File: config.mk
export PLATFORM = sky130hd
export DESIGN_NAME = square_block_buddy_allocator_core
export DESIGN_NICKNAME = d
export VERILOG_FILES = /design/src/hdl/sbba_pkg.sv /design/src/hdl/sbba_slot_ram.sv /design/src/hdl/square_block_buddy_allocator_core.sv
export SDC_FILE = /design/constraint.sdc
export NUM_CORES = 1
export LEC_CHECK = 0
export BUFFER_PORTS_ARGS = -buffer_cell sky130_fd_sc_hd__buf_2
export CAP_MARGIN = 20
export CORE_ASPECT_RATIO = 1.1
export CORE_UTILIZATION = 25
export DETAILED_ROUTE_END_ITERATION = 7
export PLACE_DENSITY = 0.38
export SLEW_MARGIN = 20
export SYNTH_ARGS = -nofsm -noshare
export SYNTH_HDL_FRONTEND = slang
export SYNTH_HIERARCHICAL = 1
export SYNTH_SLANG_ARGS = --single-unit
export TNS_END_PERCENT = 5
File: constraint.sdc
create_clock -name i_clk -period 9.5 [get_ports i_clk]
set_input_delay 0 -clock i_clk [delete_from_list [all_inputs] [get_ports i_clk]]
set_output_delay 0 -clock i_clk [all_outputs]
set_load 0.02 [all_outputs]
File: src/hdl/sbba_pkg.sv
package sbba_pkg;

    localparam int SIDE_W = 12;
    localparam int POS_W  = 10;
    localparam int SPAN_W = 13;

    typedef enum logic {
        CMD_ALLOC = 1'b0,
        CMD_CLEAR = 1'b1
    } t_cmd;

    typedef struct packed {
        t_cmd              command;
        logic [SIDE_W-1:0] block_side;
    } t_req;

    typedef struct packed {
        logic             granted;
        logic [POS_W-1:0] pos_x;
        logic [POS_W-1:0] pos_y;
    } t_resp;

endpackage

File: src/hdl/sbba_slot_ram.sv
module sbba_slot_ram #(
    parameter int DEPTH = 11,
    parameter int WIDTH = 60
) (
    input  logic                     i_clk,
    input  logic                     i_wr_en,
    input  logic [$clog2(DEPTH)-1:0] i_wr_addr,
    input  logic [WIDTH-1:0]         i_wr_data,
    input  logic [$clog2(DEPTH)-1:0] i_rd_addr,
    output logic [WIDTH-1:0]         o_rd_data
);

    logic [WIDTH-1:0] r_mem [DEPTH];
    logic [WIDTH-1:0] r_rd_data;

    always_ff @(posedge i_clk) begin
        if (i_wr_en) begin
            r_mem[i_wr_addr] <= i_wr_data;
        end
        r_rd_data <= r_mem[i_rd_addr];
    end

    assign o_rd_data = r_rd_data;

endmodule

File: src/hdl/square_block_buddy_allocator_core.sv
// Square block buddy allocator for a (1 << LEVELS) texel square atlas. A request either
// clears the atlas or allocates a square block whose side is rounded up to a power of
// two 2^L; the reply carries granted and the top-left corner (masked to 10 bits).
// One request is handled at a time by a small sequencer around a single level counter:
// sizing doubles the span until it covers the side, giving L; the free-list search
// visits levels from L up to the first non-empty level J; the slot memory is read;
// then one split runs per level from J down to L; and finally the reply register is
// loaded. A clear goes straight to loading the reply. Failed requests (atlas full, or
// side above the atlas) leave the state untouched and reply with granted low. No
// clearing pass is needed after reset.
module square_block_buddy_allocator_core #(
    parameter int LEVELS = 10
) (
    input  logic            i_clk,
    input  logic            i_rst_n,
    input  logic            i_req_valid,
    output logic            o_req_stall,
    input  sbba_pkg::t_req  i_req,
    output logic            o_resp_valid,
    input  logic            i_resp_stall,
    output sbba_pkg::t_resp o_resp
);

    localparam int PW = LEVELS;
    localparam int IW = $clog2(LEVELS + 1);
    localparam int JW = $clog2(LEVELS + 2);
    localparam int EW = 2 * PW;
    localparam int RW = 3 * EW;
    localparam logic [JW-1:0] TOP_J    = JW'(LEVELS + 1);
    localparam logic [JW-1:0] LEVELS_J = JW'(LEVELS);

    typedef logic [1:0] t_count;

    typedef enum logic [2:0] {
        S_IDLE,
        S_SIZE,
        S_SEARCH,
        S_TAKE,
        S_SPLIT,
        S_DONE
    } t_state;

    t_state                    r_state;
    logic [sbba_pkg::SIDE_W-1:0] r_side;
    logic [sbba_pkg::SPAN_W-1:0] r_span;
    logic [JW-1:0]             r_j;
    logic [JW-1:0]             r_lvl;
    logic [PW-1:0]             r_x;
    logic [PW-1:0]             r_y;
    logic                      r_granted;
    t_count                    r_count [LEVELS+1];
    logic                      r_resp_valid;
    sbba_pkg::t_resp           r_resp;

    logic [IW-1:0]             j_idx;
    logic [JW-1:0]             dst;
    logic [IW-1:0]             dst_idx;
    logic [PW-1:0]             half;
    logic [RW-1:0]             rd_row;
    logic [RW-1:0]             wr_row;
    logic [EW-1:0]             slot_entry;
    logic [sbba_pkg::POS_W-1:0] x_out;
    logic [sbba_pkg::POS_W-1:0] y_out;

    assign j_idx   = r_j[IW-1:0];
    assign dst     = r_j - JW'(1);
    assign dst_idx = dst[IW-1:0];
    assign half    = PW'(1) << dst_idx;
    // entries {y, x}: right, below, diagonal from low to high
    assign wr_row  = {r_y | half, r_x | half, r_y | half, r_x, r_y, r_x | half};

    always_comb begin
        unique case (r_count[j_idx])
            2'd1:    slot_entry = rd_row[2*EW +: EW];
            2'd2:    slot_entry = rd_row[EW +: EW];
            default: slot_entry = rd_row[0 +: EW];
        endcase
    end

    sbba_slot_ram #(
        .DEPTH (LEVELS + 1),
        .WIDTH (RW)
    ) u_slot_ram (
        .i_clk     (i_clk),
        .i_wr_en   (r_state == S_SPLIT),
        .i_wr_addr (dst_idx),
        .i_wr_data (wr_row),
        .i_rd_addr (j_idx),
        .o_rd_data (rd_row)
    );

    generate
        if (PW >= sbba_pkg::POS_W) begin : g_pos_trunc
            assign x_out = r_x[sbba_pkg::POS_W-1:0];
            assign y_out = r_y[sbba_pkg::POS_W-1:0];
        end else begin : g_pos_ext
            assign x_out = {{(sbba_pkg::POS_W-PW){1'b0}}, r_x};
            assign y_out = {{(sbba_pkg::POS_W-PW){1'b0}}, r_y};
        end
    endgenerate

    always_ff @(posedge i_clk) begin
        if (!i_rst_n) begin
            r_state      <= S_IDLE;
            r_resp_valid <= 1'b0;
            for (int i = 0; i <= LEVELS; i++) begin
                r_count[i] <= (i == LEVELS) ? 2'd1 : 2'd0;
            end
        end else begin
            if (r_resp_valid && !i_resp_stall && r_state != S_DONE) begin
                r_resp_valid <= 1'b0;
            end
            unique case (r_state)
                S_IDLE: begin
                    if (i_req_valid) begin
                        if (i_req.command == sbba_pkg::CMD_CLEAR) begin
                            for (int i = 0; i <= LEVELS; i++) begin
                                r_count[i] <= (i == LEVELS) ? 2'd1 : 2'd0;
                            end
                            r_granted <= 1'b1;
                            r_x       <= '0;
                            r_y       <= '0;
                            r_state   <= S_DONE;
                        end else begin
                            r_side  <= i_req.block_side;
                            r_span  <= sbba_pkg::SPAN_W'(1);
                            r_j     <= '0;
                            r_state <= S_SIZE;
                        end
                    end
                end
                S_SIZE: begin
                    if (r_j == TOP_J) begin
                        r_granted <= 1'b0;
                        r_x       <= '0;
                        r_y       <= '0;
                        r_state   <= S_DONE;
                    end else if ({1'b0, r_side} > r_span) begin
                        r_span <= r_span << 1;
                        r_j    <= r_j + JW'(1);
                    end else begin
                        r_lvl   <= r_j;
                        r_state <= S_SEARCH;
                    end
                end
                S_SEARCH: begin
                    if (r_j == TOP_J) begin
                        r_granted <= 1'b0;
                        r_x       <= '0;
                        r_y       <= '0;
                        r_state   <= S_DONE;
                    end else if (r_count[j_idx] == 2'd0) begin
                        r_j <= r_j + JW'(1);
                    end else begin
                        r_state <= S_TAKE;
                    end
                end
                S_TAKE: begin
                    // top level holds only the whole atlas at the origin
                    if (r_j == LEVELS_J) begin
                        r_x <= '0;
                        r_y <= '0;
                    end else begin
                        r_x <= slot_entry[PW-1:0];
                        r_y <= slot_entry[EW-1:PW];
                    end
                    r_count[j_idx] <= r_count[j_idx] - 2'd1;
                    r_granted      <= 1'b1;
                    r_state        <= (r_j == r_lvl) ? S_DONE : S_SPLIT;
                end
                S_SPLIT: begin
                    r_count[dst_idx] <= 2'd3;
                    r_j              <= dst;
                    if (dst == r_lvl) begin
                        r_state <= S_DONE;
                    end
                end
                S_DONE: begin
                    if (!r_resp_valid || !i_resp_stall) begin
                        r_resp.granted <= r_granted;
                        r_resp.pos_x   <= x_out;
                        r_resp.pos_y   <= y_out;
                        r_resp_valid   <= 1'b1;
                        r_state        <= S_IDLE;
                    end
                end
                default: begin
                    r_state <= S_IDLE;
                end
            endcase
        end
    end

    assign o_req_stall  = (r_state != S_IDLE);
    assign o_resp_valid = r_resp_valid;
    assign o_resp       = r_resp;

endmodule

==> results.yml, run 1 <==
clocking:
  cts_tree: "done"
  cts_buffers: 95
  h-tree-depth: 3
  worstSkewPairLatency_ns: 0.66
  cts_num_sinks: 835
  cts_resized: 0
  clockRootBuffer: "clkbuf_16"
  clockBufferDepth: 3
  post_cts_buffers: 0
  clkTransAtPathRegs_ns: 0.06
synthesis:
  async_flop_share_pct: 0
  syn_inst: 1915
  ys_seq_elements: 835
  synth_area_um2: 33000
  synth-edff-count: 767
  ys_types: 69
  avgSynthCellArea_um2: 17.2
  yosysSeqAreaShare_pct: 74.0
  synth_fp_nets: 1953
  synth_flop_cell: "edfxtp_1"
  yosys_warnings: 6
timing:
  skew_ns: 0.0336
  setup_viol: 0
  slew_viol_final: 0
  fmax_mhz: 228
  hold_viol_final: 0
  finalCriticalPeriod_ns: 4.39
  rsz0062_at_grt: "false"
  relSlewSlack_pct: 27.9
  max_slew.worst_pin.slew_ns: 1.08
  fin_crit_sh_pct: 46.2
  fin_setup_tns_ns: 0
grt:
  grt_usage_pct: 12.2
  grt_pass1_wl_um: 121000
  grt_pass1_vias: 18113
  grt_antenna_before_repair: 0
  grt-ovfl-total: 0
  grt_start_max_net_pins: 147
worst_setup_path:
  worst_ep_required_time_ns: 9.77
  criticalPathCategory: "reg2reg"
  r2r_end: "u_slot_ram/r_mem[0][54]$_DFFE_PP_"
  crit_start: "j_idx[1]$_DFFE_PP_"
  cp-start-kind: "register"
  crit_path_end_kind: "register"
  arrival_ns: 4.67
  worstSetupEndpoint: "u_slot_ram/r_mem[0][54]$_DFFE_PP_"
  cp_max_fo: 67
  reg2reg_depth: 8
  r2r_start: "j_idx[1]$_DFFE_PP_"
  ff2ff_setup_slack_ns: 5.11
drt:
  drc_errors: 0
  first_pass_iters: 5
  ant_nets: 0
  drt_wl_total_um: 81800
  viasPerCell: 4.38
  drtIter0Drc: 1099
  vias: 16842
  avgRoutedWirePerCell_um: 21.3
layout:
  nFillCells: 13012
  seqCellArea_um2: 24400
  synthToLayoutAreaGrowth_pct: 17.3
  multiInputGateArea_um2: 7850
  utilization_pct: 29.6
  layout-drive-gt1-share_pct: 21.6
  stdcell_area_um2: 38700
  final_cell_mix: "edfxtp_1, mux2_2, mux2i_1"
  final_common_cell: "edfxtp_1"
  nets: 2035
die:
  fp.dieH_um: 383
  die_area_um2: 133000
  fp.dieW_um: 348
  io_pins: 40
  rows: 139
  initial_utilization_pct: 25.2
  core-area_um2: 131000
placed_design:
  dp.final_hpwl_um: 44200
  portBuffers: 39
  place_congestion: 0.737
  place_area_um2: 35100
pwr:
  ir_drop_mv: 0.186
  leakage_nw: 12.7
  total_power_w: 0.0117
  powerDensity_nw_per_um2: 301
flow_run:
  drv_cap: 0
outcome:
  status: "complete, no violations"
hold_path:
  whs_path_depth: 2
  worstHoldPathType: "in2reg"
layout make-up:
cell class                      count  share of cell area (%)
Clock inverter                     43                    1.46
Inverter                           30                   0.304
Tap cell                         1762                    5.70
Sequential cell                   835                    63.0
Antenna cell                        1                 0.00647
Timing Repair Buffer              101                    2.07
Clock buffer                      135                    7.14
Multi-Input combinational cell    934                    20.3
worst min-delay path by stage:
stage          startpoint              endpoint  slack, ns
2_1_floorplan    i_req[0]   r_side[0]$_DFFE_PP_        0.1
3_3_place_gp    i_req[11]  r_side[11]$_DFFE_PP_       0.18
3_5_place_dp     i_req[6]   r_side[6]$_DFFE_PP_       0.18
4_1_cts          i_req[0]   r_side[0]$_DFFE_PP_      0.002
5_1_grt          i_req[0]   r_side[0]$_DFFE_PP_       0.03
6_report         i_req[0]   r_side[0]$_DFFE_PP_       0.06
cells by family after synthesis:
group / synth area share (%)
multiplexers: 10.8
AND/OR/NAND/NOR: 3.56
adder cells (fa/ha/maj): 0.797
AO/OA/AOI/OAI: 7.93
flip-flops: 74.0
XOR/XNOR: 0.266
buffers and inverters: 2.68
per-stage QoR:
step                worst slack (ns)  cells  hold slack [ns]
floorplan                       2.37   1915           0.0989
global placement                5.01   3631            0.181
detailed placement              4.98   3633            0.178
CTS                             4.98   3840          0.00250
global route                    4.78   3840           0.0322
finish                          5.11   3841           0.0563
power breakdown:
part	switching [W]	internal [W]	leakage [nW]
clock	0.00148	0.00237	1.63
sequential	0.000207	0.00465	7.55
combinational	0.00198	0.000971	3.50
total	0.00366	0.00799	12.7
worst max-delay path: stages, from the launching register on:
cell and delay (ns):
edfxtp_1 0.35, buf_4 0.63, nor3_1 0.22, xnor2_1 0.21
buf_4 0.21, inv_1 0.10, or3b_2 0.59, nor3_2 0.81
buf_4 0.81
Yosys cell counts (10+ instances only):
library cell    n  share of area [%]
inv_1          28               0.32
nand2_1        34               0.39
a22o_1         61                1.6
o31ai_1        60                1.4
clkbuf_1       61               0.69
buf_2          10               0.15
mux2i_1       124                3.8
mux2_2        184                6.3
buf_6          27               0.92
o21ai_0        16               0.24
o22ai_1        61                1.2
a21oi_1        16               0.24
edfxtp_1      767                 70
a22oi_1        21               0.48
dfxtp_1        68                4.1
o211ai_1       61                1.4
a211oi_1       22               0.50
ha_1           21               0.80
nand2b_1       70                1.3
nor2_1         87               0.99
per-layer routing:
layer	part of all wire, %	routed length, µm	global-route usage [%]	up-vias
met4	2.4	1990	3.72	0
met5	0	0	0	-
met2	50	40900	21.1	231
li1	-	-	-	7752
met3	3.1	2540	2.01	121
met1	45	36500	15.4	8738
what timing repair did:
action                                 in CTS  in global routing
endpoints found under the hold margin      41                  0
hold buffers                               29                  0
setup endpoints to repair                   0                  0
sequential cells by signal, summed over array words and instances, names as in the netlist, named ones only:
register              cells
u_slot_ram/r_mem        660
u_slot_ram/o_rd_data     60
r_count                  32
o_resp                   21
r_span                   13
r_side                   12
r_x                      10
r_y                      10
j_idx                     4
r_lvl                     4
r_state                   3
o_resp_valid              1
r_granted                 1
Note: power is estimated with default switching activity, not from simulation.
==> run 2: changes to the inputs <==
==> constraint.sdc (replaced) <==
create_clock -name i_clk -period 4.5 [get_ports i_clk]
set_input_delay 0 -clock i_clk [delete_from_list [all_inputs] [get_ports i_clk]]
set_output_delay 0 -clock i_clk [all_outputs]
set_load 0.02 [all_outputs]
==> run 2 against run 1 <==
Against the previous run: final cell count increased by 0.34%; sequential power is 110% higher; first-iteration DRC count down 17%; via count is essentially flat; utilization is essentially flat; power increased by 110%; global-route usage about the same; clock skew down 0.0014 ns; register-to-register slack worse by 3.9 ns; final area hardly changed; combinational power rose by 110%; die area is the same.
==> results.yml, run 2 (synthesis gave the netlist of run 1 again) <==
clocking:
  cts_tree: "done"
  worstSkewPairLatency_ns: 0.68
  clockRootBuffer: "clkbuf_16"
  cts_buffers: 93
  hold_buffers: 31
  cts_num_sinks: 835
  post_cts_buffers: 0
  cts_resized: 0
  clkTransAtPathRegs_ns: 0.06
  clockBufferDepth: 3
  h-tree-depth: 3
timing:
  fin_crit_sh_pct: 73.9
  fmax_mhz: 301
  finalCriticalPeriod_ns: 3.33
  skew_ns: 0.0322
  fin_setup_tns_ns: 0
  rsz0062_at_grt: "false"
  relSlewSlack_pct: 32.6
  hold_slack_ns: 0.423
  setup_viol: 0
  slew_viol_final: 0
  max_slew.worst_pin.slew_ns: 1.01
  hold_viol_final: 0
drt:
  drc_errors: 0
  first_pass_iters: 4
  vias: 16837
  ant_nets: 0
  avgRoutedWirePerCell_um: 21.1
  drtIter0Drc: 912
  drt_wl_total_um: 81400
  viasPerCell: 4.37
grt:
  grt_pass1_vias: 17817
  grt_start_max_net_pins: 136
  grt_usage_pct: 12.2
  grt-ovfl-total: 0
  grt_antenna_before_repair: 0
  grt_pass1_wl_um: 120000
layout:
  largest_reg_flops: 660
  utilization_pct: 29.6
  multiInputGateArea_um2: 7870
  final_cell_mix: "edfxtp_1, mux2_2, mux2i_1"
  largest-register: "u_slot_ram/r_mem"
  seqCellArea_um2: 24400
  synthToLayoutAreaGrowth_pct: 17.4
  stdcell_count: 3854
  nets: 2049
  stdcell_area_um2: 38700
  antenna_cells: 0
  nFillCells: 12982
  layout-drive-gt1-share_pct: 21.9
  final_common_cell: "edfxtp_1"
die:
  fp.dieH_um: 383
  core-area_um2: 131000
  fp.dieW_um: 348
  initial_utilization_pct: 25.2
  die_area_um2: 133000
  rows: 139
  io_pins: 40
worst_setup_path:
  cp-start-kind: "register"
  arrival_ns: 3.65
  worst_ep_required_time_ns: 4.82
  criticalPathCategory: "reg2reg"
  critPathMaxStageDelay_ns: 0.61
  critPathSlowestCell: "or3b_2"
  cp_cell_sequence: "inv_1 > ha_1 > xnor2_1 > inv_1 > or3b_2 > nor3_4 > buf_12"
  path_common_cell: "inv_1"
  cp_max_fo: 44
  crit_path_end_kind: "register"
pwr:
  leakage_nw: 12.7
  ir_drop_mv: 0.466
  powerDensity_nw_per_um2: 623
placed_design:
  dp.final_hpwl_um: 43200
  portBuffers: 39
  place_area_um2: 35300
  placedCellCount: 3647
  place_congestion: 0.724
outcome:
  status: "complete, no violations"
hold_path:
  worstHoldPathType: "in2reg"
flow_run:
  drv_cap: 0
[run 2: final cells by class]
class / count / share of cell area (%)
sequential: 835 / 63.0
clock inverter: 60 / 1.44
tap: 1762 / 5.69
inverter: 30 / 0.304
timing repair buffer: 117 / 2.70
multi-input combinational: 934 / 20.3
clock buffer: 116 / 6.53
[run 2: report_power, final]
part	total, W	switching [W]	internal [W]
registers	0.0103	0.000449	0.00981
clock network	0.00762	0.00316	0.00446
logic	0.00624	0.00413	0.00210
total	0.0241	0.00774	0.0164
[run 2: layer usage]
layer  wire length [µm]  track usage, %
met5                  0               0
met2              40400            21.1
met4               1830            4.10
met1              36600            15.5
met3               2480            1.89
[run 2: path summary, 6_finish.rpt]
kind | start | endpoint | slack [ns] | depth (start not counted)
setup / recovery | j_idx[0]$_DFFE_PP_ | u_slot_ram/r_mem[0][32]$_DFFE_PP_ | 1.17 | 7
hold / removal | i_req[12] | r_side[0]$_DFFE_PP_ | 0.42 | 4
setup reg to reg | j_idx[0]$_DFFE_PP_ | u_slot_ram/r_mem[0][32]$_DFFE_PP_ | 1.17 | 7
hold reg to reg | r_granted$_DFFE_PP_ | o_resp[20]$_DFFE_PP_ | 0.45 | 0
[run 2: metrics by stage]
step	total power, W	worst slack [ns]
floorplan	0.0146	-0.797
global route	0.0253	0.900
global placement	0.0168	1.25
detailed placement	0.0168	1.19
CTS	0.0246	1.15
finish	0.0241	1.17
[run 2: critical path: cells and delay by family (launching register included)]
family,cells,cell delay [ns]
xor+xnor,1,0.28
fa+ha+maj,1,0.43
flops,1,0.41
simple gates,2,0.83
buf+inv,3,0.96
